**src/hdl/fpte_pkg.sv**
```systemverilog
// fpte_pkg: shared widths, constants, result record and back-end state type
// for the frame pulse timing estimator; no dependencies
package fpte_pkg;

    localparam int LINE_SEL_W    = 5;
    localparam int MAX_SCANS_DEF = 1048576;
    localparam int WORD_BITS_DEF = 32;

    localparam int IDX_OUT_W = 20;
    localparam int COUNT_W   = 20;
    localparam int PERIOD_W  = 28;
    localparam int SPAN_W    = 24;
    localparam int FRAC_W    = 8;
    localparam int DIV_W     = SPAN_W + FRAC_W;
    localparam int DIV_CNT_W = $clog2(DIV_W);

    localparam int QDEPTH  = 2;
    localparam int QPTR_W  = $clog2(QDEPTH);
    localparam int QCNT_W  = $clog2(QDEPTH + 1);

    localparam logic [LINE_SEL_W-1:0] LINE_SEL_RESET = '0;
    localparam logic [COUNT_W-1:0]    COUNT_MAX      = '1;
    localparam logic [COUNT_W-1:0]    MIN_PULSES     = COUNT_W'(2);

    typedef struct packed {
        logic                 valid;
        logic [IDX_OUT_W-1:0] first_start;
        logic [SPAN_W-1:0]    span;
        logic [IDX_OUT_W-1:0] first_width;
        logic [COUNT_W-1:0]   count;
    } t_scan_rec;

    typedef enum logic [1:0] {
        BK_IDLE,
        BK_DIV,
        BK_HOLD
    } t_back_state;

endpackage

```
**src/hdl/fpte_front.sv**
```systemverilog
// fpte_front: per-sample edge detection and scan bookkeeping, emits one
// scan record on the last sample; depends on fpte_pkg
module fpte_front #(
    parameter int MAX_SCANS = fpte_pkg::MAX_SCANS_DEF,
    parameter int WORD_BITS = fpte_pkg::WORD_BITS_DEF
) (
    input  logic                            i_clk,
    input  logic                            i_rst_n,
    input  logic [fpte_pkg::LINE_SEL_W-1:0] i_line_select,
    input  logic                            i_accept,
    input  logic [WORD_BITS-1:0]            i_sample_word,
    input  logic                            i_last_sample,
    output logic                            o_rec_push,
    output fpte_pkg::t_scan_rec             o_rec
);

    localparam int IDX_W  = $clog2(MAX_SCANS + 1);
    localparam int RISE_W = $clog2(MAX_SCANS);
    localparam logic [IDX_W-1:0] MAX_IDX = IDX_W'(MAX_SCANS);

    logic                         r_prev, n_prev;
    logic [IDX_W-1:0]             r_idx, n_idx;
    logic                         r_start_seen, n_start_seen;
    logic [RISE_W-1:0]            r_first_rise, n_first_rise;
    logic [RISE_W-1:0]            r_last_rise, n_last_rise;
    logic                         r_end_seen, n_end_seen;
    logic [RISE_W-1:0]            r_first_fall, n_first_fall;
    logic [fpte_pkg::COUNT_W-1:0] r_rise_count, n_rise_count;
    logic                         level;
    logic [RISE_W-1:0]            rise_pos;

    always_comb begin
        level = 1'b0;
        for (int i = 0; i < WORD_BITS; i++) begin
            if (i == int'(i_line_select)) begin
                level = i_sample_word[i];
            end
        end
    end

    assign rise_pos = RISE_W'(r_idx);

    always_comb begin
        n_prev       = r_prev;
        n_idx        = r_idx;
        n_start_seen = r_start_seen;
        n_first_rise = r_first_rise;
        n_last_rise  = r_last_rise;
        n_end_seen   = r_end_seen;
        n_first_fall = r_first_fall;
        n_rise_count = r_rise_count;
        if (r_idx < MAX_IDX) begin
            if (level != r_prev) begin
                if (level) begin
                    if (!r_start_seen) begin
                        n_start_seen = 1'b1;
                        n_first_rise = rise_pos;
                    end
                    n_last_rise = rise_pos;
                    if (r_rise_count != fpte_pkg::COUNT_MAX) begin
                        n_rise_count = r_rise_count + 1'b1;
                    end
                end else if (!r_end_seen) begin
                    n_end_seen   = 1'b1;
                    n_first_fall = rise_pos;
                end
                n_prev = level;
            end
            n_idx = r_idx + 1'b1;
        end
    end

    always_comb begin
        o_rec_push        = i_accept && i_last_sample;
        o_rec.valid       = n_rise_count >= fpte_pkg::MIN_PULSES;
        o_rec.first_start = n_start_seen ? fpte_pkg::IDX_OUT_W'(n_first_rise) : '0;
        o_rec.span        = o_rec.valid ?
                            fpte_pkg::SPAN_W'(n_last_rise - n_first_rise) : '0;
        o_rec.first_width = (n_start_seen && n_end_seen) ?
                            fpte_pkg::IDX_OUT_W'(n_first_fall - n_first_rise) : '0;
        o_rec.count       = n_rise_count;
    end

    always_ff @(posedge i_clk) begin
        if (!i_rst_n) begin
            r_prev       <= 1'b0;
            r_idx        <= '0;
            r_start_seen <= 1'b0;
            r_first_rise <= '0;
            r_last_rise  <= '0;
            r_end_seen   <= 1'b0;
            r_first_fall <= '0;
            r_rise_count <= '0;
        end else if (i_accept) begin
            if (i_last_sample) begin
                r_prev       <= 1'b0;
                r_idx        <= '0;
                r_start_seen <= 1'b0;
                r_first_rise <= '0;
                r_last_rise  <= '0;
                r_end_seen   <= 1'b0;
                r_first_fall <= '0;
                r_rise_count <= '0;
            end else begin
                r_prev       <= n_prev;
                r_idx        <= n_idx;
                r_start_seen <= n_start_seen;
                r_first_rise <= n_first_rise;
                r_last_rise  <= n_last_rise;
                r_end_seen   <= n_end_seen;
                r_first_fall <= n_first_fall;
                r_rise_count <= n_rise_count;
            end
        end
    end

endmodule

```
**src/hdl/fpte_queue.sv**
```systemverilog
// fpte_queue: small show-ahead queue of scan records between front and back
// depends on fpte_pkg
module fpte_queue (
    input  logic                i_clk,
    input  logic                i_rst_n,
    input  logic                i_push,
    input  fpte_pkg::t_scan_rec i_wdata,
    output logic                o_full,
    input  logic                i_pop,
    output fpte_pkg::t_scan_rec o_rdata,
    output logic                o_empty
);

    fpte_pkg::t_scan_rec               r_mem [fpte_pkg::QDEPTH];
    logic [fpte_pkg::QPTR_W-1:0]       r_wr_ptr;
    logic [fpte_pkg::QPTR_W-1:0]       r_rd_ptr;
    logic [fpte_pkg::QCNT_W-1:0]       r_count;
    logic                              do_push;
    logic                              do_pop;

    assign o_full  = r_count == fpte_pkg::QCNT_W'(fpte_pkg::QDEPTH);
    assign o_empty = r_count == '0;
    assign do_push = i_push && !o_full;
    assign do_pop  = i_pop && !o_empty;
    assign o_rdata = r_mem[r_rd_ptr];

    always_ff @(posedge i_clk) begin
        if (do_push) begin
            r_mem[r_wr_ptr] <= i_wdata;
        end
    end

    always_ff @(posedge i_clk) begin
        if (!i_rst_n) begin
            r_wr_ptr <= '0;
            r_rd_ptr <= '0;
            r_count  <= '0;
        end else begin
            if (do_push) begin
                r_wr_ptr <= r_wr_ptr + 1'b1;
            end
            if (do_pop) begin
                r_rd_ptr <= r_rd_ptr + 1'b1;
            end
            if (do_push && !do_pop) begin
                r_count <= r_count + 1'b1;
            end else if (do_pop && !do_push) begin
                r_count <= r_count - 1'b1;
            end
        end
    end

endmodule

```
**src/hdl/fpte_back.sv**
```systemverilog
// fpte_back: radix-2 restoring divider for the mean period and the result
// output register; depends on fpte_pkg
module fpte_back (
    input  logic                             i_clk,
    input  logic                             i_rst_n,
    input  logic                             i_q_empty,
    input  fpte_pkg::t_scan_rec              i_q_rec,
    output logic                             o_q_pop,
    input  logic                             i_pop,
    output logic                             o_empty,
    output logic                             o_timing_valid,
    output logic [fpte_pkg::IDX_OUT_W-1:0]   o_first_start,
    output logic [fpte_pkg::PERIOD_W-1:0]    o_period_q8,
    output logic [fpte_pkg::IDX_OUT_W-1:0]   o_first_width,
    output logic [fpte_pkg::COUNT_W-1:0]     o_pulse_count
);

    fpte_pkg::t_back_state              r_state, n_state;
    fpte_pkg::t_scan_rec                r_rec;
    logic [fpte_pkg::DIV_W-1:0]         r_qr;
    logic [fpte_pkg::COUNT_W-1:0]       r_rem;
    logic [fpte_pkg::COUNT_W-1:0]       r_div;
    logic [fpte_pkg::DIV_CNT_W-1:0]     r_cnt;
    logic                               r_out_valid;
    logic                               load_out;
    logic [fpte_pkg::COUNT_W:0]         rem_sh;
    logic                               ge;
    logic [fpte_pkg::COUNT_W-1:0]       rem_nx;
    logic                               ovf;
    logic [fpte_pkg::PERIOD_W-1:0]      period;

    // one quotient bit per cycle
    assign rem_sh = {r_rem, r_qr[fpte_pkg::DIV_W-1]};
    assign ge     = rem_sh >= {1'b0, r_div};
    assign rem_nx = ge ? fpte_pkg::COUNT_W'(rem_sh - {1'b0, r_div})
                       : fpte_pkg::COUNT_W'(rem_sh);
    assign ovf    = |r_qr[fpte_pkg::DIV_W-1:fpte_pkg::PERIOD_W];
    assign period = ovf ? '1 : r_qr[fpte_pkg::PERIOD_W-1:0];

    always_ff @(posedge i_clk) begin
        if (!i_rst_n) begin
            r_state <= fpte_pkg::BK_IDLE;
        end else begin
            r_state <= n_state;
        end
    end

    always_comb begin
        n_state  = r_state;
        o_q_pop  = 1'b0;
        load_out = 1'b0;
        unique case (r_state)
            fpte_pkg::BK_IDLE: begin
                if (!i_q_empty) begin
                    o_q_pop = 1'b1;
                    n_state = i_q_rec.valid ? fpte_pkg::BK_DIV : fpte_pkg::BK_HOLD;
                end
            end
            fpte_pkg::BK_DIV: begin
                if (r_cnt == fpte_pkg::DIV_CNT_W'(fpte_pkg::DIV_W - 1)) begin
                    n_state = fpte_pkg::BK_HOLD;
                end
            end
            fpte_pkg::BK_HOLD: begin
                if (!r_out_valid || i_pop) begin
                    load_out = 1'b1;
                    n_state  = fpte_pkg::BK_IDLE;
                end
            end
            default: begin
                n_state = fpte_pkg::BK_IDLE;
            end
        endcase
    end

    always_ff @(posedge i_clk) begin
        if (o_q_pop) begin
            r_rec <= i_q_rec;
            r_qr  <= i_q_rec.valid ? {i_q_rec.span, fpte_pkg::FRAC_W'(0)} : '0;
            r_rem <= '0;
            r_div <= i_q_rec.count - 1'b1;
        end else if (r_state == fpte_pkg::BK_DIV) begin
            r_qr  <= {r_qr[fpte_pkg::DIV_W-2:0], ge};
            r_rem <= rem_nx;
        end
        if (load_out) begin
            o_timing_valid <= r_rec.valid;
            o_first_start  <= r_rec.first_start;
            o_period_q8    <= period;
            o_first_width  <= r_rec.first_width;
            o_pulse_count  <= r_rec.count;
        end
    end

    always_ff @(posedge i_clk) begin
        if (!i_rst_n) begin
            r_cnt       <= '0;
            r_out_valid <= 1'b0;
        end else begin
            if (o_q_pop) begin
                r_cnt <= '0;
            end else if (r_state == fpte_pkg::BK_DIV) begin
                r_cnt <= r_cnt + 1'b1;
            end
            if (load_out) begin
                r_out_valid <= 1'b1;
            end else if (i_pop) begin
                r_out_valid <= 1'b0;
            end
        end
    end

    assign o_empty = !r_out_valid;

endmodule

```
**src/hdl/frame_pulse_timing_estimator.sv**
```systemverilog
// frame_pulse_timing_estimator: top level, line select register, front end,
// record queue and divider back end; depends on fpte_pkg and all fpte_ modules
//
//   channel   handshake              payload
//   samples   push / full            i_sample_word, i_last_sample
//   results   pop / empty            o_timing_valid, o_first_start, o_period_q8,
//                                    o_first_width, o_pulse_count
//   config    i_cfg_valid/o_cfg_ready i_cfg_line_select
//
// one sample item per cycle while the record queue has room
// each scan result goes through the back end in 32 divider steps, load and
// hand-over; results with fewer than two pulses skip the divider
// full rises only when two finished scans are queued behind the divider
// synchronous active-low reset clears the scan state, queue and line select
// config writes are always ready
module frame_pulse_timing_estimator #(
    parameter int MAX_SCANS = fpte_pkg::MAX_SCANS_DEF,
    parameter int WORD_BITS = fpte_pkg::WORD_BITS_DEF
) (
    input  logic                             i_clk,
    input  logic                             i_rst_n,
    input  logic                             i_cfg_valid,
    output logic                             o_cfg_ready,
    input  logic [fpte_pkg::LINE_SEL_W-1:0]  i_cfg_line_select,
    input  logic                             push,
    output logic                             full,
    input  logic [WORD_BITS-1:0]             i_sample_word,
    input  logic                             i_last_sample,
    output logic                             empty,
    input  logic                             pop,
    output logic                             o_timing_valid,
    output logic [fpte_pkg::IDX_OUT_W-1:0]   o_first_start,
    output logic [fpte_pkg::PERIOD_W-1:0]    o_period_q8,
    output logic [fpte_pkg::IDX_OUT_W-1:0]   o_first_width,
    output logic [fpte_pkg::COUNT_W-1:0]     o_pulse_count
);

    logic [fpte_pkg::LINE_SEL_W-1:0] r_line_select;
    logic                            accept;
    logic                            rec_push;
    fpte_pkg::t_scan_rec             rec_in;
    fpte_pkg::t_scan_rec             rec_out;
    logic                            q_empty;
    logic                            q_pop;

    assign o_cfg_ready = 1'b1;
    assign accept      = push && !full;

    always_ff @(posedge i_clk) begin
        if (!i_rst_n) begin
            r_line_select <= fpte_pkg::LINE_SEL_RESET;
        end else if (i_cfg_valid && o_cfg_ready) begin
            r_line_select <= i_cfg_line_select;
        end
    end

    fpte_front #(
        .MAX_SCANS (MAX_SCANS),
        .WORD_BITS (WORD_BITS)
    ) u_front (
        .i_clk         (i_clk),
        .i_rst_n       (i_rst_n),
        .i_line_select (r_line_select),
        .i_accept      (accept),
        .i_sample_word (i_sample_word),
        .i_last_sample (i_last_sample),
        .o_rec_push    (rec_push),
        .o_rec         (rec_in)
    );

    fpte_queue u_queue (
        .i_clk   (i_clk),
        .i_rst_n (i_rst_n),
        .i_push  (rec_push),
        .i_wdata (rec_in),
        .o_full  (full),
        .i_pop   (q_pop),
        .o_rdata (rec_out),
        .o_empty (q_empty)
    );

    fpte_back u_back (
        .i_clk          (i_clk),
        .i_rst_n        (i_rst_n),
        .i_q_empty      (q_empty),
        .i_q_rec        (rec_out),
        .o_q_pop        (q_pop),
        .i_pop          (pop),
        .o_empty        (empty),
        .o_timing_valid (o_timing_valid),
        .o_first_start  (o_first_start),
        .o_period_q8    (o_period_q8),
        .o_first_width  (o_first_width),
        .o_pulse_count  (o_pulse_count)
    );

    a_valid_matches_count: assert property (@(posedge i_clk) disable iff (!i_rst_n)
        !empty |-> (o_timing_valid == (o_pulse_count >= fpte_pkg::MIN_PULSES)))
        else $error("timing_valid disagrees with pulse_count");

    a_no_period_when_invalid: assert property (@(posedge i_clk) disable iff (!i_rst_n)
        (!empty && !o_timing_valid) |-> (o_period_q8 == '0))
        else $error("period given for a scan with too few pulses");

    a_no_pulse_fields_zero: assert property (@(posedge i_clk) disable iff (!i_rst_n)
        (!empty && (o_pulse_count == '0)) |-> ((o_first_start == '0) && (o_first_width == '0)))
        else $error("pulse fields set for a scan without pulses");

    a_full_only_with_pending: assert property (@(posedge i_clk) disable iff (!i_rst_n)
        full |-> q_pop == 1'b0 || !q_empty)
        else $error("queue full while empty");

endmodule
```
**config.mk**
```make
export PLATFORM = sky130hd
export DESIGN_NAME = frame_pulse_timing_estimator
export DESIGN_NICKNAME = d
export VERILOG_FILES = /design/src/hdl/fpte_pkg.sv /design/src/hdl/fpte_front.sv /design/src/hdl/fpte_queue.sv /design/src/hdl/fpte_back.sv /design/src/hdl/frame_pulse_timing_estimator.sv
export SDC_FILE = /design/constraint.sdc
export NUM_CORES = 1
export LEC_CHECK = 0
export BUFFER_PORTS_ARGS = -buffer_cell sky130_fd_sc_hd__buf_4
export CAP_MARGIN = 20
export CORE_MARGIN = 2
export CORE_UTILIZATION = 38
export DETAILED_ROUTE_END_ITERATION = 12
export PLACE_DENSITY = 0.51
export SLEW_MARGIN = 20
export SYNTH_ARGS = -nofsm -noshare
export SYNTH_HDL_FRONTEND = slang
export SYNTH_HIERARCHICAL = 1
export SYNTH_SLANG_ARGS = --single-unit
```
**constraint.sdc**
```tcl
create_clock -name i_clk -period 16.1 [get_ports i_clk]
set_clock_uncertainty 0.05 [all_clocks]
set_input_delay 0.805 -clock i_clk [delete_from_list [all_inputs] [get_ports i_clk]]
set_output_delay 0.805 -clock i_clk [all_outputs]
set_load 0.01 [all_outputs]
```
==> summary.md, run 1 <==
| Metric | Value |
|---|---|
| Run status | `complete, no violations` |
| Number of nets in the synthesized netlist | `2204` |
| Top cell type by total area after synthesis | `sky130_fd_sc_hd__edfxtp_1` |
| Type of the worst setup path | `reg -> reg` |
| Post-detailed-route wirelength per cell | `17.71 µm` |
| Highest ir drop seen on vdd | `0.00008884 V` |
| Die boundary height | `256.3 µm` |
| Via density | `5.131` |
| Max Clock Freq | `156.8 MHz` |
| Data arrival at the endpoint of the critical path | `6.64 ns` |
| Synth Instances | `2093` |
| Final design utilization | `44.32%` |
| Number of design-rule violations left by the first detailed-router iteration | `952` |
| Most used standard cells in the synthesized netlist | `372 x sky130_fd_sc_hd__edfxtp_1, 177 x sky130_fd_sc_hd__nand2_1, 142 x sky130_fd_sc_hd__dfxtp_1` |
| Number of placed cells counting well taps | `3001` |
| Final critical-path share of the clock period | `39.61%` |
| Core Box Area | `62970 µm²` |
| RSZ-0062 raised after global routing | `no` |
| Count of antenna diodes in the layout | `0` |
| Met1 track demand over resource | `24.63%` |
| Sequential share of the synthesized area | `57.92%` |
| CTS tree | `yes` |
| Met2 usage in global routing | `24.92%` |
| Count of flip-flops with a built-in enable after synthesis | `372` |
| Layout Cells excl Fill | `3106` |
| Final Wtd Congestion | `0.8812` |
| Total congestion overflow | `0` |
| Width of the die | `256.3 µm` |
| Tot GR Track Use | `16.64%` |
| Number of detailed-route iterations in the first pass | `6` |
| Port bufs | `133` |
| Count of hold buffers inserted by post-cts repair | `0` |
| Buffer depth of the longest clock path | `3` |
| Starting density of the core | `38.42%` |
| Sum Neg Setup Slack | `0 ns` |
| Static power due to leakage | `0.01022 µW` |
| Primary flip-flop cell chosen by synthesis mapping | `sky130_fd_sc_hd__edfxtp_1` |
| Endpoint required time on the critical path | `16.36 ns` |
| Number of remaining DRC errors | `0` |
| Final-report max-slew violation count | `0` |
| P&R area growth vs syn | `15.35%` |
| Clock sink count | `514` |
| Root Buffer | `sky130_fd_sc_hd__clkbuf_16` |
| Fraction of synthesis flops using an asynchronous set or reset pin | `0%` |
| Remaining max-slew budget at the tightest pin | `29.33%` |
| Final setup violation count | `0` |
| Number of H-tree levels | `2` |
| Most repeated cell in the gate-level netlist after synthesis | `sky130_fd_sc_hd__edfxtp_1` |
| Total number of nets in the final design | `2325` |
| GRT Max-Usage Layer | `met2` |
| Met3 Use GR | `3.025%` |
| Initial antenna violation count | `0` |
| Min-delay worst type | `reg -> reg` |
| Kind of end point of the critical path | `flop` |
| Area share of the leading cell type in the synthesized netlist | `46.17%` |
| Proportion of layout cells with a drive suffix above 1 | `15.00%` |
| Die area | `65700 µm²` |
| Max_cap viols | `0` |
| Wire length of the first global-routing pass | `88.02 mm` |
| Actual slew at the worst max-slew pin | `1.059 ns` |
| Critical Path Fanout Max | `31` |
| Filler Cells Inserted | `5867` |
| Yosys synthesis warning count | `6` |
| Number of setup buffers added after CTS | `0` |
| Post-detailed-routing wire length | `55.02 mm` |
| Total via count after detailed routing | `15940` |
| Final HPWL from detailed placement | `37.26 mm` |
| Total I/O pin count | `135` |
| Cell row count | `92` |
| Register bit count reported by yosys | `514` |
| Critical Path Source Type | `flop` |
| Worst-skew pair later-pin latency | `0.62 ns` |
| Number of CTS-inserted buffers | `56` |
| CTS resizes | `0` |
| Vias in the first global route | `15600` |
| Synth unique cells | `95` |
| Average footprint of a synthesized cell | `11.56 µm²` |
| Top cells by area in the synthesized netlist | `sky130_fd_sc_hd__edfxtp_1 46%, sky130_fd_sc_hd__dfxtp_1 12%, sky130_fd_sc_hd__ha_1 3.4%, sky130_fd_sc_hd__nor2b_1 2.9%, sky130_fd_sc_hd__nand2_1 2.7%` |
| Post-detailed-route count of antenna-violating nets | `0` |
| Final Critical Period | `6.377 ns` |
| Register clock-pin slew on the reported worst setup and hold paths | `0.06 ns` |
| Pin count of the biggest net entering global routing | `71` |
| PD cells | `150.6 nW/µm²` |
| Combined area of all synthesized cells | `24190 µm²` |
| Final hold violations | `0` |
cell families after synthesis:
kind of cell,synth area share (%)
AOI/OAI and AO/OA,9.583
xor gates and xnor gates,3.367
other,0.01550
and+or+nand+nor,15.89
adders and majority gates,3.610
DFF,57.92
buffers and inverters,3.325
muxes,6.289
flip-flops by register name, summed over array words and instances (netlist names), 21 cells and up, named ones only:
register            flops
u_front/r_idx          21
u_back/o_period_q8     28
u_queue/r_mem         170
u_back/r_rec           61
u_back/r_qr            32
routing by layer:
| metal | part of all wire (%) | wire [µm] | vias up |
|---|---|---|---|
| met2 | 43 | 23740 | 348 |
| met1 | 50 | 27460 | 7692 |
| li1 | - | - | 7828 |
| met5 | 0 | 0 | - |
| met3 | 5.0 | 2739 | 68 |
| met4 | 2.0 | 1076 | 0 |
metrics by stage:
stage	instance area [µm²]	worst slack, ns	hold WS (ns)	power (µW)
after floorplan	24190	10.49	0.3503	2630
after global placement	26030	9.927	0.3523	2938
after detailed placement	26030	9.721	0.3545	2956
after CTS	27890	9.687	0.3603	4272
after global routing	27910	9.274	0.3683	4447
final	27910	9.723	0.3630	4203
cell type report:
cell class	instances	area, µm²	area share, %
inverter	92	347.8	1.246
timing repair buffer	157	1186	4.250
multi-input combinational	1393	9439	33.82
sequential	514	14020	50.23
tap	846	1059	3.793
clock buffer	69	1470	5.268
clock inverter	35	387.9	1.390
path summary, 6_finish.rpt:
path | endpoint | depth (start not counted) | slack (ns) | startpoint
min | u_back/o_first_width[7] | 0 | 0.36 | u_back/r_rec[27]
min reg2reg | u_back/o_first_width[7] | 0 | 0.36 | u_back/r_rec[27]
max reg2reg | u_queue/r_mem[0][61] | 19 | 9.72 | r_line_select[1]
max | u_queue/r_mem[0][61] | 19 | 9.72 | r_line_select[1]
where the power goes:
group / switching (µW) / internal [µW] / total [µW]
logic: 658 / 344 / 1000
clock network: 529 / 763 / 1290
registers: 106 / 1800 / 1910
total: 1290 / 2910 / 4200
cell usage in the layout, fill, tap and decap left out, drive strengths merged, types with 52 or more instances in the layout:
cell type	instances
o21ai	56
nand2b	52
xor2	53
clkbuf	69
ha	65
nor2b	114
nor2	133
nand2	177
nand3	70
a21oi	111
buf	157
inv	94
edfxtp	372
dfxtp	142
mux2	106
critical path, stage by stage (launching register included):
cell and delay (ns):
sky130_fd_sc_hd__dfxtp_1 0.92, sky130_fd_sc_hd__mux2_4 0.36, sky130_fd_sc_hd__o211a_1 0.22, sky130_fd_sc_hd__a311oi_2 0.31, sky130_fd_sc_hd__o211ai_1 0.24, sky130_fd_sc_hd__a21o_2 0.30, sky130_fd_sc_hd__nand2_1 0.07, sky130_fd_sc_hd__buf_4 0.37
sky130_fd_sc_hd__mux2i_1 0.47, sky130_fd_sc_hd__inv_1 0.17, sky130_fd_sc_hd__fa_1 0.45, sky130_fd_sc_hd__nor2b_1 0.21, sky130_fd_sc_hd__nand2_1 0.07, sky130_fd_sc_hd__or3_1 0.36, sky130_fd_sc_hd__a31oi_1 0.38, sky130_fd_sc_hd__a211oi_1 0.18
sky130_fd_sc_hd__nor2_1 0.32, sky130_fd_sc_hd__a31oi_1 0.17, sky130_fd_sc_hd__o21ai_0 0.20, sky130_fd_sc_hd__a211oi_1 0.20
Power figures use the tool's default switching activity.
==> run 2, diff against run 1 <==
clock period = 6 ns   (was 16.1 ns; I/O delays follow)
==> run 2 against run 1 <==
  * Core utilization is 0.46 points higher
  * First-iteration DRC count is 5.8% higher
  * Count of clock-buffer cells in the layout is 4 higher
  * Sequential power grew to 2.7 times the previous value
  * Global-route usage hardly changed
  * Largest cell class unchanged
  * Worst setup slack worse by 9.2 ns
  * Cell count is 1.2% higher
==> summary.md, run 2 (synthesis results as in run 1) <==
| Metric | Value |
|---|---|
| Run status | `complete, no violations` |
| Register-to-register setup slack | `0.54 ns (-9.18 ns)` |
| PD cells | `398.1 nW/µm² (+160%)` |
| Pre-CTS setup slack | `0.2325 ns (-9.489 ns)` |
| Cell row count | `92 (unchanged)` |
| Number of H-tree levels | `2 (unchanged)` |
| Width of the die | `256.3 µm (unchanged)` |
| Most common library cell in the layout ignoring fill and taps | `sky130_fd_sc_hd__edfxtp_1` |
| Vias in the first global route | `15730 (+0.80%)` |
| Max_cap viols | `0 (unchanged)` |
| Pin count of the biggest net entering global routing | `92 (+30%)` |
| Most frequent cells in the layout | `372 x sky130_fd_sc_hd__edfxtp_1, 178 x sky130_fd_sc_hd__buf_4, 177 x sky130_fd_sc_hd__nand2_1` |
| Number of setup buffers added after CTS | `0 (unchanged)` |
| Number of CTS-inserted buffers | `56 (unchanged)` |
| Worst-skew pair later-pin latency | `0.61 ns (about the same)` |
| Critical Path Fanout Max | `24 (-23%)` |
| Post-detailed-routing wire length | `55.26 mm (+0.44%)` |
| Port bufs | `133 (unchanged)` |
| Starting density of the core | `38.42% (unchanged)` |
| Number of design-rule violations left by the first detailed-router iteration | `1007 (+5.8%)` |
| Endpoint required time on the critical path | `6.30 ns (-10.06 ns)` |
| Number of detailed-route iterations in the first pass | `5 (-1)` |
| Actual slew at the worst max-slew pin | `0.9753 ns (-0.08366 ns)` |
| Final HPWL from detailed placement | `37.72 mm (+1.2%)` |
| Total congestion overflow | `0 (unchanged)` |
| Top flop regs | `u_queue/r_mem (170), u_back/r_rec (61), u_back/r_qr (32)` |
| Final-report max-slew violation count | `0 (unchanged)` |
| CTS tree | `yes` |
| Peak per-stage delay on the critical path | `0.46 ns (-0.46 ns)` |
| Max FFs per register | `170 (unchanged)` |
| Min-delay worst type | `in -> reg` |
| Post-detailed-route count of antenna-violating nets | `0 (unchanged)` |
| Count of antenna diodes in the layout | `0 (unchanged)` |
| Beginning of the worst register-to-register path | `r_line_select[1]` |
| Highest ir drop seen on vdd | `0.0002484 V (+180%)` |
| Total power after layout | `11220 µW (+170%)` |
| Total I/O pin count | `135 (unchanged)` |
| Hold Path Depth | `4 (+4)` |
| Sum Neg Setup Slack | `0 ns (unchanged)` |
| RSZ-0062 raised after global routing | `no` |
| Filler Cells Inserted | `5868 (+0.017%)` |
| Kind of end point of the critical path | `flop` |
| Die area | `65700 µm² (unchanged)` |
| Tot GR Track Use | `16.68% (+0.043 points)` |
| Total number of nets in the final design | `2361 (+1.5%)` |
| Static power due to leakage | `0.01034 µW (+1.2%)` |
| Final worst-path setup slack | `0.5399 ns (-9.183 ns)` |
| Worst-case reg-to-reg path depth | `21 (+2)` |
| Clock sink count | `514 (unchanged)` |
| Via density | `5.071 (-1.2%)` |
| Type of the worst setup path | `reg -> reg` |
| Final hold violations | `0 (unchanged)` |
| Buffer depth of the longest clock path | `3 (unchanged)` |
| Root Buffer | `sky130_fd_sc_hd__clkbuf_16` |
| Final design utilization | `44.78% (+0.46 points)` |
| Register clock-pin slew on the reported worst setup and hold paths | `0.06 ns (about the same)` |
| Core Box Area | `62970 µm² (unchanged)` |
| Terminating pin of the worst hold path | `u_front/r_idx[1]` |
| Data arrival at the endpoint of the critical path | `5.76 ns (-0.88 ns)` |
| Final Wtd Congestion | `0.8477 (-3.8%)` |
| Proportion of layout cells with a drive suffix above 1 | `15.76% (+0.76 points)` |
| Final setup violation count | `0 (unchanged)` |
| Initial antenna violation count | `0 (unchanged)` |
| Cells along the critical path | `buf_4, nand2b_1, a2111oi_0, a2111oi_1, o211ai_1, a21o_2, nand2_1, mux2i_1, inv_1, ha_1, fa_1, nor2b_1, nand2_1, or3_1, a31oi_2, a211oi_1, nor2_2, a31oi_1, o21ai_0, a211oi_1, buf_4` |
| Wire length of the first global-routing pass | `88.62 mm (+0.69%)` |
| Biggest register | `u_queue/r_mem` |
| Final critical-path share of the clock period | `91.00% (+51 points)` |
| Critical path's slowest cell | `sky130_fd_sc_hd__dfxtp_1` |
| Remaining max-slew budget at the tightest pin | `34.98% (+5.7 points)` |
| Post-detailed-route wirelength per cell | `17.58 µm (-0.74%)` |
| Max Clock Freq | `183.1 MHz (+17%)` |
| Reg2reg end | `u_queue/r_mem[0][63]` |
| Final Critical Period | `5.460 ns (-0.9173 ns)` |
| Number of remaining DRC errors | `0 (unchanged)` |
| Startpoint of the lowest-slack hold path | `i_last_sample` |
| Total via count after detailed routing | `15940 (+0.019%)` |
| Die boundary height | `256.3 µm (unchanged)` |
| Critical Path Source Type | `flop` |
| P&R area growth vs syn | `16.53%` |
run 2: cell types whose count changed in the layout (fill, tap and decap cells not counted), moves of 2 or more:
cell | before | now
sky130_fd_sc_hd__clkinv_2 | 10 | 8
sky130_fd_sc_hd__buf_4 | 156 | 178
sky130_fd_sc_hd__bufinv_16 | 7 | 5
sky130_fd_sc_hd__dlygate4sd3_1 | 0 | 15
sky130_fd_sc_hd__clkbuf_8 | 2 | 5
sky130_fd_sc_hd__clkinv_4 | 4 | 1
sky130_fd_sc_hd__clkinvlp_4 | 1 | 3
run 2: area by class of cell:
type / instances / area [µm²] / area share [%]
clock inverters: 32 / 311.5 / 1.105
inverters: 92 / 347.8 / 1.234
multi-input cells: 1393 / 9455 / 33.54
clock buffers: 73 / 1515 / 5.374
well taps: 846 / 1059 / 3.755
repair buffers: 193 / 1486 / 5.272
flip-flops and latches: 514 / 14020 / 49.72
run 2: how the worst max path moves through the flow:
stage,cells after the start,from,end,slack (ns)
after floorplan,22,r_line_select[1],u_queue/r_mem[0][61],0.68
after global placement,20,r_line_select[0],u_queue/r_mem[0][62],0.35
after detailed placement,20,r_line_select[0],u_queue/r_mem[0][62],0.23
after CTS,20,r_line_select[0],u_queue/r_mem[0][63],0.22
after global routing,19,r_line_select[2],u_queue/r_mem[0][54],0.12
final,21,r_line_select[1],u_queue/r_mem[0][63],0.54
run 2: repair_timing:
| action | 4_1_cts | 5_1_grt |
|---|---|---|
| resized for setup | 0 | 4 |
| hold buffers | 15 | 0 |
| hold endpoints to repair | 6 | 0 |
| setup endpoints to repair | 0 | 18 |
run 2: critical path: cells and delay by family (launching register included):
kind / cells / cell delay (ns)
fa+ha+maj: 2 / 0.62
compound gates: 9 / 2.00
flops: 1 / 0.46
buf+inv: 3 / 0.56
simple gates: 6 / 1.26
mux: 1 / 0.26
run 2: through the flow:
| step | hold WS [ns] | instances | area, µm² |
|---|---|---|---|
| CTS | 0.07241 | 3143 | 28180 |
| global route | 0.1078 | 3143 | 28190 |
| finish | 0.1248 | 3143 | 28190 |
| detailed placement | 0.3545 | 3023 | 26210 |
| floorplan | 0.3503 | 2093 | 24190 |
| global placement | 0.3534 | 3023 | 26200 |
run 2: layer usage:
metal | track usage, % | vias to the layer above | wire (µm)
met5 | 0 | - | 0
met4 | 3.947 | 0 | 969
met3 | 2.867 | 63 | 2550
met2 | 25.08 | 323 | 23650
met1 | 24.96 | 7648 | 28090
li1 | - | 7905 | -
run 2: report_power, final:
part	switching, µW	leakage, µW	internal [µW]	total (µW)
clock	1390	0.000882	2000	3390
sequential	300	0.00452	4840	5140
combinational	1750	0.00494	943	2690
==> run 3, diff against run 2 <==
CORE_UTILIZATION = 30   (was 38)
PLACE_DENSITY = 0.42   (was 0.51)
==> run 3 against run 2 <==
  * Design area up 1.2%
  * Cell count up 6.9%
  * Sequential share of layout area down 0.57 points
  * Worst setup slack worse by 0.19 ns
  * Global-route usage down 2.1 points
  * Count of clock-buffer cells in the layout up 5
  * Clock power up 3%
  * Power up 1.5%
  * Largest cell class unchanged
  * Flip-flop and latch count unchanged
  * Fmax down 3.4%
  * Critical path depth unchanged
==> summary.md, run 3 (synthesis results as in run 1) <==
| Metric | Value |
|---|---|
| Run status | `complete, no violations` |
| Most frequent cells in the layout | `372 x sky130_fd_sc_hd__edfxtp_1, 182 x sky130_fd_sc_hd__buf_4, 177 x sky130_fd_sc_hd__nand2_1` |
| Final cell area excluding filler cells | `28520 µm² (+1.2%)` |
| Vias in the first global route | `16060 (+2.1%)` |
| Final hold violations | `0 (unchanged)` |
| Total congestion overflow | `0 (unchanged)` |
| Port bufs | `133 (unchanged)` |
| Sum Neg Setup Slack | `0 ns (unchanged)` |
| Highest ir drop seen on vdd | `0.0002317 V (-6.7%)` |
| Post-detailed-route wirelength per cell | `17.90 µm (+1.8%)` |
| Max FFs per register | `170 (unchanged)` |
| Most common library cell in the layout ignoring fill and taps | `sky130_fd_sc_hd__edfxtp_1` |
| Layout Cells excl Fill | `3360 (+6.9%)` |
| Top flop regs | `u_queue/r_mem (170), u_back/r_rec (61), u_back/r_qr (32)` |
| Cell row count | `104 (+13%)` |
| Critical path's slowest cell | `sky130_fd_sc_hd__dfxtp_2` |
| Core Box Area | `80160 µm² (+27%)` |
| Register clock-pin slew on the reported worst setup and hold paths | `0.05 ns (about the same)` |
| Total I/O pin count | `135 (unchanged)` |
| RSZ-0062 raised after global routing | `no` |
| Number of setup buffers added after CTS | `0 (unchanged)` |
| Number of design-rule violations left by the first detailed-router iteration | `823 (-18%)` |
| Final HPWL from detailed placement | `41.59 mm (+10%)` |
| Max Clock Freq | `177.0 MHz (-3.4%)` |
| PD cells | `399.5 nW/µm² (+0.35%)` |
| Width of the die | `288.0 µm (+12%)` |
| Worst-case reg-to-reg path depth | `21 (unchanged)` |
| Pre-CTS setup slack | `0.1190 ns (-0.1135 ns)` |
| Min-delay worst type | `in -> reg` |
| Worst-skew pair later-pin latency | `0.61 ns (about the same)` |
| Post-detailed-routing wire length | `60.15 mm (+8.8%)` |
| Starting density of the core | `30.18% (-8.2 points)` |
| Remaining max-slew budget at the tightest pin | `30.01% (-5.0 points)` |
| Number of CTS-inserted buffers | `57 (+1.8%)` |
| Reg2reg end | `u_queue/r_mem[1][61]` |
| Critical Path Fanout Max | `22 (-8.3%)` |
| Static power due to leakage | `0.01040 µW (+0.53%)` |
| Cell area after placement | `26550 µm² (+1.3%)` |
| Die boundary height | `288.0 µm (+12%)` |
| Via density | `4.782 (-5.7%)` |
| Number of detailed-route iterations in the first pass | `5 (unchanged)` |
| Final-report max-slew violation count | `0 (unchanged)` |
| P&R area growth vs syn | `17.90%` |
| Die area | `82930 µm² (+26%)` |
| Terminating pin of the worst hold path | `r_line_select[0]` |
| Startpoint of the lowest-slack hold path | `i_cfg_valid` |
| Final setup violation count | `0 (unchanged)` |
| Wire length of the first global-routing pass | `94.82 mm (+7.0%)` |
| Post-detailed-route count of antenna-violating nets | `0 (unchanged)` |
| Biggest register | `u_queue/r_mem` |
| Cells along the critical path | `buf_4, or3b_1, and3b_1, o32ai_1, a22oi_2, a21o_2, nand2_1, mux2i_1, inv_1, ha_1, fa_1, nor2b_1, nand2_1, or3_1, a31oi_1, a211oi_1, nor2_1, a31oi_1, o21ai_0, a211oi_1, buf_4` |
| Number of placed cells counting well taps | `3244 (+7.3%)` |
| Type of the worst setup path | `reg -> reg` |
| Data arrival at the endpoint of the critical path | `5.95 ns (+0.19 ns)` |
| Total number of nets in the final design | `2363 (+0.085%)` |
| Pin count of the biggest net entering global routing | `73 (-21%)` |
| Max_cap viols | `0 (unchanged)` |
| CTS tree | `yes` |
| Root Buffer | `sky130_fd_sc_hd__clkbuf_16` |
| Buffer depth of the longest clock path | `3 (unchanged)` |
| Initial antenna violation count | `0 (unchanged)` |
| Tot GR Track Use | `14.54% (-2.1 points)` |
| Final Critical Period | `5.651 ns (+0.1908 ns)` |
| Number of remaining DRC errors | `0 (unchanged)` |
| Critical Path Source Type | `flop` |
| Register-to-register setup slack | `0.35 ns (-0.19 ns)` |
| Number of H-tree levels | `2 (unchanged)` |
| Total power after layout | `11390 µW (+1.5%)` |
| Final critical-path share of the clock period | `94.18% (+3.2 points)` |
| Proportion of layout cells with a drive suffix above 1 | `16.30% (+0.54 points)` |
| Total via count after detailed routing | `16070 (+0.80%)` |
| Count of antenna diodes in the layout | `0 (unchanged)` |
| Endpoint required time on the critical path | `6.30 ns (about the same)` |
| Clock sink count | `514 (unchanged)` |
| Actual slew at the worst max-slew pin | `1.050 ns (+0.07457 ns)` |
| Kind of end point of the critical path | `flop` |
| Beginning of the worst register-to-register path | `r_line_select[1]` |
| Final Wtd Congestion | `0.8164 (-3.7%)` |
| Hold Path Depth | `3 (-1)` |
| Final worst-path setup slack | `0.3490 ns (-0.1908 ns)` |
| Peak per-stage delay on the critical path | `0.42 ns (-0.04 ns)` |
## run 3: cell types whose count changed in the layout (fill, tap and decap cells not counted), sizes merged, moves of 2 or more
cell	before	now
clkbuf	73	78
clkinvlp	6	2
buf	178	185
bufinv	5	3
dlygate4sd3	15	9
clkinv	18	20
## run 3: worst max-delay path by stage
stage,end,start,cells after the start
3_3_place_gp,u_queue/r_mem[0][63],r_line_select[1],20
6_report,u_queue/r_mem[1][61],r_line_select[1],21
3_5_place_dp,u_queue/r_mem[1][62],r_line_select[1],21
5_1_grt,u_queue/r_mem[1][61],r_line_select[1],21
2_1_floorplan,u_queue/r_mem[0][61],r_line_select[1],22
4_1_cts,u_queue/r_mem[0][60],r_line_select[1],21
## run 3: what timing repair did
action                                  CTS  global route
endpoints found under the setup margin    0            20
gates resized for setup                   0             4
endpoints found under the hold margin     5             0
hold buffers                              9             0
## run 3: routing by layer
layer / GRT usage, % / vias up / part of all wire [%] / routed length [µm]
met3: 2.456 / 64 / 4.5 / 2736
met1: 21.69 / 7759 / 51 / 30760
met5: 0 / - / 0 / 0
li1: - / 7919 / - / -
met4: 3.225 / 0 / 1.5 / 931
met2: 21.91 / 325 / 43 / 25720
## run 3: area by class of cell
cell class	count	area [µm²]
timing repair buffer	194	1511
inverter	92	347.8
sequential	514	14020
tap	1060	1326
clock inverter	29	275.3
fill	8074	51630
multi-input combinational	1393	9435
clock buffer	78	1607
## run 3: worst max-delay path: cells and delay by family, from the launching register on
kind | cells | cell delay (ns)
buffers and inverters | 3 | 0.47
multiplexers | 1 | 0.27
flip-flops | 1 | 0.42
AO/OA/AOI/OAI | 8 | 1.85
adder cells (fa/ha/maj) | 2 | 0.62
AND/OR/NAND/NOR | 7 | 1.75
## run 3: through the flow
step                hold slack (ns)  util [%]
floorplan                    0.3503         -
global placement             0.3545     33.10
detailed placement           0.3545     33.12
CTS                         0.01195     35.58
global route                0.04892     35.58
finish                      0.05670     35.58
## run 3: power by group
part	switching (µW)	internal (µW)
logic	1820	968
registers	287	4840
clock network	1460	2020
total	3570	7820
